## src/rtl/core/sd128_pkg.sv

```systemverilog
package sd128_pkg;

  localparam int unsigned HalfW  = 64;
  localparam int unsigned FullW  = 2 * HalfW;
  localparam int unsigned StepW  = $clog2(FullW);
  localparam logic [StepW-1:0] LastStep = StepW'(FullW - 1);

  typedef enum logic [2:0] {
    ST_IDLE,
    ST_PREP,
    ST_DIV,
    ST_FIX,
    ST_DONE
  } sd_state_t;

  typedef struct packed {
    logic load;
    logic mag;
    logic step;
    logic fix;
    logic out_load;
  } sd_cmd_t;

  typedef struct packed {
    logic div_zero;
  } sd_stat_t;

endpackage

```

## src/rtl/core/sd128_dp.sv

```systemverilog
module sd128_dp
  import sd128_pkg::*;
(
  input  logic                    clk,
  input  sd_cmd_t                 cmd,
  output sd_stat_t                stat,
  input  logic signed [HalfW-1:0] in_dividend_high,
  input  logic        [HalfW-1:0] in_dividend_low,
  input  logic signed [HalfW-1:0] in_divisor_high,
  input  logic        [HalfW-1:0] in_divisor_low,
  output logic signed [HalfW-1:0] out_quotient_high,
  output logic        [HalfW-1:0] out_quotient_low,
  output logic signed [HalfW-1:0] out_remainder_high,
  output logic        [HalfW-1:0] out_remainder_low,
  output logic                    out_status
);

  // num_r holds the dividend and fills with quotient bits as the steps go
  logic [FullW-1:0] num_r, num_nxt;
  logic [FullW-1:0] den_r, den_nxt;
  logic [FullW-1:0] rem_r, rem_nxt;
  logic             nneg_r, nneg_nxt;
  logic             dneg_r, dneg_nxt;
  logic             dz_r, dz_nxt;
  logic [FullW-1:0] quo_out_r, quo_out_nxt;
  logic [FullW-1:0] rem_out_r, rem_out_nxt;
  logic             status_r, status_nxt;

  logic [FullW-1:0] rem_sh;
  logic [FullW:0]   diff;
  logic [FullW-1:0] num_neg;
  logic [FullW-1:0] den_neg;
  logic [FullW-1:0] rem_neg;
  logic [FullW-1:0] in_num;
  logic [FullW-1:0] in_den;

  assign in_num  = {in_dividend_high, in_dividend_low};
  assign in_den  = {in_divisor_high, in_divisor_low};
  assign num_neg = ~num_r + FullW'(1);
  assign den_neg = ~den_r + FullW'(1);
  assign rem_neg = ~rem_r + FullW'(1);
  assign rem_sh  = {rem_r[FullW-2:0], num_r[FullW-1]};
  assign diff    = {1'b0, rem_sh} - {1'b0, den_r};

  always_comb begin
    num_nxt     = num_r;
    den_nxt     = den_r;
    rem_nxt     = rem_r;
    nneg_nxt    = nneg_r;
    dneg_nxt    = dneg_r;
    dz_nxt      = dz_r;
    quo_out_nxt = quo_out_r;
    rem_out_nxt = rem_out_r;
    status_nxt  = status_r;
    if (cmd.load) begin
      num_nxt  = in_num;
      den_nxt  = in_den;
      rem_nxt  = '0;
      nneg_nxt = in_num[FullW-1];
      dneg_nxt = in_den[FullW-1];
      dz_nxt   = (in_den == '0);
    end
    if (cmd.mag) begin
      num_nxt = nneg_r ? num_neg : num_r;
      den_nxt = dneg_r ? den_neg : den_r;
    end
    if (cmd.step) begin
      // restoring step: keep the difference when no borrow
      if (!diff[FullW]) begin
        rem_nxt = diff[FullW-1:0];
      end else begin
        rem_nxt = rem_sh;
      end
      num_nxt = {num_r[FullW-2:0], ~diff[FullW]};
    end
    if (cmd.fix) begin
      num_nxt = (nneg_r ^ dneg_r) ? num_neg : num_r;
      rem_nxt = nneg_r ? rem_neg : rem_r;
    end
    if (cmd.out_load) begin
      if (dz_r) begin
        quo_out_nxt = '0;
        rem_out_nxt = '0;
      end else begin
        quo_out_nxt = num_r;
        rem_out_nxt = rem_r;
      end
      status_nxt = dz_r;
    end
  end

  always_ff @(posedge clk) begin
    num_r     <= num_nxt;
    den_r     <= den_nxt;
    rem_r     <= rem_nxt;
    nneg_r    <= nneg_nxt;
    dneg_r    <= dneg_nxt;
    dz_r      <= dz_nxt;
    quo_out_r <= quo_out_nxt;
    rem_out_r <= rem_out_nxt;
    status_r  <= status_nxt;
  end

  assign stat.div_zero      = dz_r;
  assign out_quotient_high  = $signed(quo_out_r[FullW-1:HalfW]);
  assign out_quotient_low   = quo_out_r[HalfW-1:0];
  assign out_remainder_high = $signed(rem_out_r[FullW-1:HalfW]);
  assign out_remainder_low  = rem_out_r[HalfW-1:0];
  assign out_status         = status_r;

endmodule

```

## src/rtl/core/sd128_ctrl.sv

```systemverilog
module sd128_ctrl
  import sd128_pkg::*;
(
  input  logic     clk,
  input  logic     rst_n,
  input  logic     in_valid,
  output logic     in_stall,
  output logic     out_valid,
  input  logic     out_stall,
  input  sd_stat_t stat,
  output sd_cmd_t  cmd
);

  sd_state_t        state_r, state_nxt;
  logic [StepW-1:0] cnt_r, cnt_nxt;
  logic             out_valid_r, out_valid_nxt;

  always_ff @(posedge clk) begin
    if (!rst_n) begin
      state_r     <= ST_IDLE;
      cnt_r       <= '0;
      out_valid_r <= 1'b0;
    end else begin
      state_r     <= state_nxt;
      cnt_r       <= cnt_nxt;
      out_valid_r <= out_valid_nxt;
    end
  end

  always_comb begin
    state_nxt = state_r;
    cnt_nxt   = cnt_r;
    cmd       = '0;
    in_stall  = 1'b1;
    unique case (state_r)
      ST_IDLE: begin
        in_stall = 1'b0;
        if (in_valid) begin
          cmd.load  = 1'b1;
          state_nxt = ST_PREP;
        end
      end
      ST_PREP: begin
        cmd.mag   = 1'b1;
        cnt_nxt   = '0;
        state_nxt = stat.div_zero ? ST_DONE : ST_DIV;
      end
      ST_DIV: begin
        cmd.step = 1'b1;
        cnt_nxt  = cnt_r + StepW'(1);
        if (cnt_r == LastStep) begin
          state_nxt = ST_FIX;
        end
      end
      ST_FIX: begin
        cmd.fix   = 1'b1;
        state_nxt = ST_DONE;
      end
      ST_DONE: begin
        if (!out_valid_r || !out_stall) begin
          cmd.out_load = 1'b1;
          state_nxt    = ST_IDLE;
        end
      end
      default: begin
        state_nxt = ST_IDLE;
      end
    endcase
  end

  always_comb begin
    out_valid_nxt = out_valid_r;
    if (cmd.out_load) begin
      out_valid_nxt = 1'b1;
    end else if (!out_stall) begin
      out_valid_nxt = 1'b0;
    end
  end

  assign out_valid = out_valid_r;

`ifndef SYNTHESIS
  a_rise_from_done: assert property (@(posedge clk) disable iff (!rst_n)
    $rose(out_valid_r) |-> $past(state_r) == ST_DONE)
    else $error("result raised outside done state");

  a_div_start: assert property (@(posedge clk) disable iff (!rst_n)
    (state_r == ST_PREP && !stat.div_zero) |=> (state_r == ST_DIV && cnt_r == '0))
    else $error("division did not start at step zero");

  a_div_end: assert property (@(posedge clk) disable iff (!rst_n)
    (state_r == ST_DIV && cnt_r == LastStep) |=> state_r == ST_FIX)
    else $error("division did not end after last step");

  a_no_overwrite: assert property (@(posedge clk) disable iff (!rst_n)
    (out_valid_r && out_stall) |-> !cmd.out_load)
    else $error("held result overwritten");
`endif

endmodule

```

## src/rtl/core/signed_divide_128.sv

```systemverilog
// Signed 128-bit divider, restoring radix-2, one quotient bit per cycle.
// A request is loaded, turned to magnitudes, run through the 128-step subtract loop,
// sign-fixed and written to the output registers; a zero divisor skips the loop and fix.
// A new request is taken only after the last result is loaded into the output registers.
// Reset clears the controller and output valid; datapath registers are not reset.
module signed_divide_128
  import sd128_pkg::*;
(
  input  logic                    clk,
  input  logic                    rst_n,
  input  logic                    in_valid,
  output logic                    in_stall,
  input  logic signed [HalfW-1:0] in_dividend_high,
  input  logic        [HalfW-1:0] in_dividend_low,
  input  logic signed [HalfW-1:0] in_divisor_high,
  input  logic        [HalfW-1:0] in_divisor_low,
  output logic                    out_valid,
  input  logic                    out_stall,
  output logic signed [HalfW-1:0] out_quotient_high,
  output logic        [HalfW-1:0] out_quotient_low,
  output logic signed [HalfW-1:0] out_remainder_high,
  output logic        [HalfW-1:0] out_remainder_low,
  output logic                    out_status
);

  sd_cmd_t  cmd;
  sd_stat_t stat;

  sd128_ctrl u_ctrl (
    .clk       (clk),
    .rst_n     (rst_n),
    .in_valid  (in_valid),
    .in_stall  (in_stall),
    .out_valid (out_valid),
    .out_stall (out_stall),
    .stat      (stat),
    .cmd       (cmd)
  );

  sd128_dp u_dp (
    .clk                (clk),
    .cmd                (cmd),
    .stat               (stat),
    .in_dividend_high   (in_dividend_high),
    .in_dividend_low    (in_dividend_low),
    .in_divisor_high    (in_divisor_high),
    .in_divisor_low     (in_divisor_low),
    .out_quotient_high  (out_quotient_high),
    .out_quotient_low   (out_quotient_low),
    .out_remainder_high (out_remainder_high),
    .out_remainder_low  (out_remainder_low),
    .out_status         (out_status)
  );

endmodule
```

## config.mk

```make
export PLATFORM = sky130hd
export DESIGN_NAME = signed_divide_128
export DESIGN_NICKNAME = d
export VERILOG_FILES = /design/src/rtl/core/sd128_pkg.sv /design/src/rtl/core/sd128_dp.sv /design/src/rtl/core/sd128_ctrl.sv /design/src/rtl/core/signed_divide_128.sv
export SDC_FILE = /design/constraint.sdc
export NUM_CORES = 2
export LEC_CHECK = 0
export ABC_AREA = 1
export CORE_MARGIN = 3
export CORE_UTILIZATION = 45
export DETAILED_ROUTE_END_ITERATION = 7
export DONT_BUFFER_PORTS = 1
export PLACE_DENSITY_LB_ADDON = 0.2
export SETUP_SLACK_MARGIN = 0.1
export SYNTH_ARGS = -nofsm -noshare
export SYNTH_HDL_FRONTEND = slang
export SYNTH_SLANG_ARGS = --single-unit
```

## constraint.sdc

```tcl
create_clock -name clk -period 30.6 [get_ports clk]
set_clock_uncertainty 0.1 [all_clocks]
set_input_delay 7.65 -clock clk [delete_from_list [all_inputs] [get_ports clk]]
set_output_delay 7.65 -clock clk [all_outputs]
set_load 0.01 [all_outputs]
```

== Word level (Yosys, flattened, before mapping) ==
Cells that the tools add are included.

* Reductions and logical operators: 13
* Eq/ne operators: 13
* Muxes and demuxes: 30
* Bitwise gates (word level): 5
* $add $sub $neg: 5

{| class="wikitable"
|+ Operators with widths
! kind !! count
|-
| 128-bit two-way mux || 14
|-
| 128-bit by 1-bit adder with 128-bit output, second input constant || 3
|-
| 128-bit inverter || 3
|-
| 128-bit by 128-bit subtractor with 129-bit output || 1
|-
| 128-bit zero test || 1
|-
| 3-bit one-hot mux with 5 select lines || 1
|-
| 7-bit one-hot mux with 2 select lines || 1
|-
| 3-bit two-way mux || 4
|-
| 2-bit by 1-bit inequality test with 1-bit output, second input constant || 6
|-
| 1-bit two-way mux || 10
|-
| 7-bit by 1-bit adder with 7-bit output, second input constant || 1
|-
| 7-bit == test, second input constant || 1
|-
| 3-bit by 2-bit == test with 1-bit output, second input constant || 2
|-
| 3-bit AND reduction || 2
|-
| 4-bit by 3-bit inequality test with 1-bit output, second input constant || 1
|-
| 2-bit AND reduction || 2
|-
| 2-bit nonzero test || 2
|-
| 4-bit nonzero test || 1
|-
| 3-bit by 1-bit == test with 1-bit output, second input constant || 1
|-
| 3-bit == test, second input constant || 1
|-
| 3-bit zero test || 1
|-
| 3-bit nonzero test || 1
|-
| 1-bit zero test || 2
|-
| 2-bit inequality test, second input constant || 1
|-
| other kinds (3) || 3
|}

* Word-level logic and storage cells: 78
* Input port bits: 260
* Output and inout port bits: 259
* Register bits: 655

== Longest topological paths before layout ==
* Depth after elaboration: 6
* Depth in mapped cells: 22
* Depth with buffers taken out: 20

== Cells and area by module ==
A second synthesis with hierarchy kept.

* Cells, all modules: 8477
* Area total of the unflattened synthesis: 54676.2 sq um

{| class="wikitable"
|+ By module, submodules not included
! module !! area each (sq um) !! cells an instance !! seq. area each (sq um) !! instances
|-
| sd128_dp || 54099.4 || 8393 || 19338.5 || 1
|-
| sd128_ctrl || 576.8 || 84 || 220.2 || 1
|}

== Worst setup path after synthesis ==
OpenSTA, ideal clock, no wires.

* Path type: input-to-reg
* Start: input out_stall
* End: register u_dp.status_r (netlist: u_dp.out_status), enable pin
* Setup slack: 11.269 ns
* Arrival: 18.353 ns
* Stages on the path: 3
* Buffers on the path: 0
* Required time: 29.621 ns
* Setup time: 0.879 ns
* Path through: nand2_1 -> inv_1 -> nor2_1

{| class="wikitable"
|+ RTL lines
! element !! line !! RTL
|-
| start: declaration || signed_divide_128.sv:18 || <nowiki>input logic out_stall,</nowiki>
|-
| end signal: assignment || sd128_dp.sv:101 || <nowiki>status_r <= status_nxt;</nowiki>
|-
| end: declaration || sd128_dp.sv:27 || <nowiki>logic status_r, status_nxt;</nowiki>
|}

==> flow_summary.yaml <==
die:
  die_area_um2: 126900
  start_util_pct: 45.69
  dieWidth_um: 356.2
  ioPinCount: 519
  die_h_um: 356.2
  fp-row-count: 127
  core_area_um2: 120800
outcome:
  status: "complete, but fails checks"
  violations: "design-rule violations"
synth:
  ys.flop_type: "edfxtp_1"
  ys_top_cells_by_count: "nand2_1, inv_1, nor2_1, edfxtp_1, nand3_1"
  synthArstFlopShare_pct: 0
  synth_area_per_cell_um2: 6.425
  synth.most_common_cell: "nand2_1"
  synth_top_cell_by_area: "edfxtp_1"
  synth_warnings: 0
  synth_top_area_share_pct: 35.05
  synth-edff-count: 644
  ys_ff_latch: 655
  synth_cell_types: 59
  synth_nets: 8982
  synth_area_um2: 55180
  syn_inst: 8588
  yosys-top-cells-area: "edfxtp_1, nand2_1, inv_1, nor2_1, nand3_1"
  synth-seq-area-share_pct: 35.45
detailed_routing:
  firstDrtPassIters: 8
  drtIter0Drc: 7636
  vias: 58878
  vias_per_cell: 5.771
  wirelength_um: 273400
  ant_nets: 0
  drc_errors: 4
  wl_per_cell_um: 26.80
cts:
  clk_path_buf_depth: 3
  cts_tree: "built"
  cts_resized: 0
  cts_buffers: 78
  clk_pin_slew_worst_paths_ns: 0.06
  ctsHoldBuffers: 0
  root_buffer: "clkbuf_16"
  numClockSinks: 655
  cts_setup_buffers: 0
  clk_latency_ns: 0.71
  htree_num_levels: 3
placement:
  io_buffers: 0
  hpwlAfterDp_um: 225700
  gp_congestion: 1.088
  dp.cells: 10052
pwr:
  p_int_mw: 2.202
  p_per_area_nw_per_um2: 69.65
  p_sw_share_pct: 46.82
  p_leak_nw: 27.38
  max-vdd-ir-drop_uv: 50.49
  power_mw: 4.140
  switchingPower_mw: 1.938
  pwr-share-comb_pct: 43.0
  p_seq_share_pct: 32.7
  clkPwrFrac_pct: 24.3
worst_setup_path:
  cp_data_arrival_time_ns: 10.33
  cp.required_ns: 30.81
  start_kind: "input port"
  critPathKind: "input port to flop"
  cp_max_fo: 73
  critPathCaptureType: "flop"
sta:
  fin_tns_setup_ns: 0
  hold_viol: 0
  final_max_slew_viol_count: 0
  final-setup-viol-count: 0
  worstMarginPinSlew_ns: 1.197
  max-slew-margin-rel_pct: 20.00
  fmax_mhz: 98.88
  post-route-min-period_ns: 10.11
  rsz0062_at_grt: "no"
  period_share_pct: 33.05
hold_path:
  hold_class: "flop to flop"
grt:
  grt_usage_pct: 41.65
  first_global_vias: 54783
  grt_pass1_wl_um: 378700
  antenna_found_initial: 10
  grt_max_degree: 133
  grt_overflow_total: 0
final_layout:
  finalNonFillerCells: 10202
  syn2layout_area_growth_pct: 7.723
  drive_gt1_share_pct: 3.647
  fin_nets: 8914
flow_run:
  maxCapViolCount: 0
-- layout by cell type (no fill, tap or decap), types with 5 or more instances in the layout --
cell type and count:
clkinv_2 10, nand3b_1 11, o21ai_0 365, nor3b_1 7, diode_2 8, and3_1 6
clkinv_1 19, a32o_1 7, xnor2_1 53, or2_2 11, o31ai_1 18, nand2_2 25
inv_1 1422, nor4_1 53, a21oi_1 221, o21ai_1 63, nor2_4 20, and2_1 8
nor3_4 6, clkbuf_1 9, nor2_2 35, buf_4 30, bufinv_16 12, nor3_2 5
inv_2 28, nor2_1 1202, nand2_4 5, xor2_1 157, ha_1 133, edfxtp_1 644
clkbuf_16 78, dfxtp_1 11, nor3_1 114, clkinvlp_4 5, nand3_2 9, nand4_1 250
nand3_1 620, nand2_1 2835, o21bai_1 12
-- cell families after synthesis --
kind of cell | Yosys count | synth area share, %
simple gates | 5236 | 39.95
flops | 655 | 35.45
xor+xnor | 210 | 3.333
compound gates | 716 | 6.837
buf+inv | 1637 | 11.38
fa+ha+maj | 134 | 3.052
-- metal layers --
metal | track usage [%] | vias to the layer above | share of wire [%]
li1 | - | 27219 | -
met1 | 49.50 | 27299 | 36
met2 | 67.35 | 3608 | 45
met3 | 7.683 | 744 | 9.8
met4 | 30.89 | 8 | 9.0
met5 | 0 | - | 0.019
-- per-stage QoR --
stage	util, %	area, µm²	setup slack [ns]	hold WS (ns)
after floorplan	-	55180	11.27	0.3244
after global placement	46.97	56720	19.87	0.3648
after detailed placement	46.97	56720	19.84	0.3792
after CTS	49.20	59420	20.60	0.3904
after global routing	49.21	59430	20.40	0.4263
final	49.22	59440	20.49	0.3930
-- state kept, by name, indices dropped and copies added, names as in the netlist --
signal            flops
u_ctrl.state_r        3
u_ctrl.cnt_r          7
u_ctrl.out_valid      1
u_dp.nneg_r           1
u_dp.rem_r          128
u_dp.rem_out_r      128
u_dp.stat             1
u_dp.dneg_r           1
u_dp.out_status       1
u_dp.den_r          128
u_dp.num_r          128
u_dp.quo_out_r      128
-- area by class of cell --
class	instances	area [µm²]
tap	1612	2017
clock buffer	87	1986
multi-input combinational	6296	29410
clock inverter	55	710.7
sequential	655	19560
inverter	1458	5488
antenna	8	20.02
timing repair buffer	31	245.2
fill	12637	61330
-- power groups by stage --
| stage | clock network, mW | logic, mW | registers (mW) |
|---|---|---|---|
| detailed placement | 0 | 1.71 | 1.36 |
| floorplan | 0 | 1.12 | 1.30 |
| global placement | 0 | 1.70 | 1.35 |
| CTS | 1.01 | 1.72 | 1.34 |
| finish | 1.01 | 1.78 | 1.35 |
| global route | 1.04 | 1.92 | 1.36 |
-- worst paths after layout --
kind	start	end	slack (ns)	cells past startpoint
setup / recovery	in_valid	u_dp.rem_r[110]$_DFFE_PP_	20.49	5
hold / removal	u_ctrl.cnt_r[6]$_SDFFE_PN0P_	u_ctrl.cnt_r[6]$_SDFFE_PN0P_	0.39	2
setup reg to reg	u_dp.rem_r[84]$_DFFE_PP_	u_dp.rem_r[86]$_DFFE_PP_	25.64	13
hold reg to reg	u_ctrl.cnt_r[6]$_SDFFE_PN0P_	u_ctrl.cnt_r[6]$_SDFFE_PN0P_	0.39	2
-- critical path, stage by stage --
cell	delay (ns)
nand3_1	0.43
inv_1	0.33
nor2_1	0.18
nand2_4	0.86
buf_4	0.79
(Power assumes the default switching activity.)
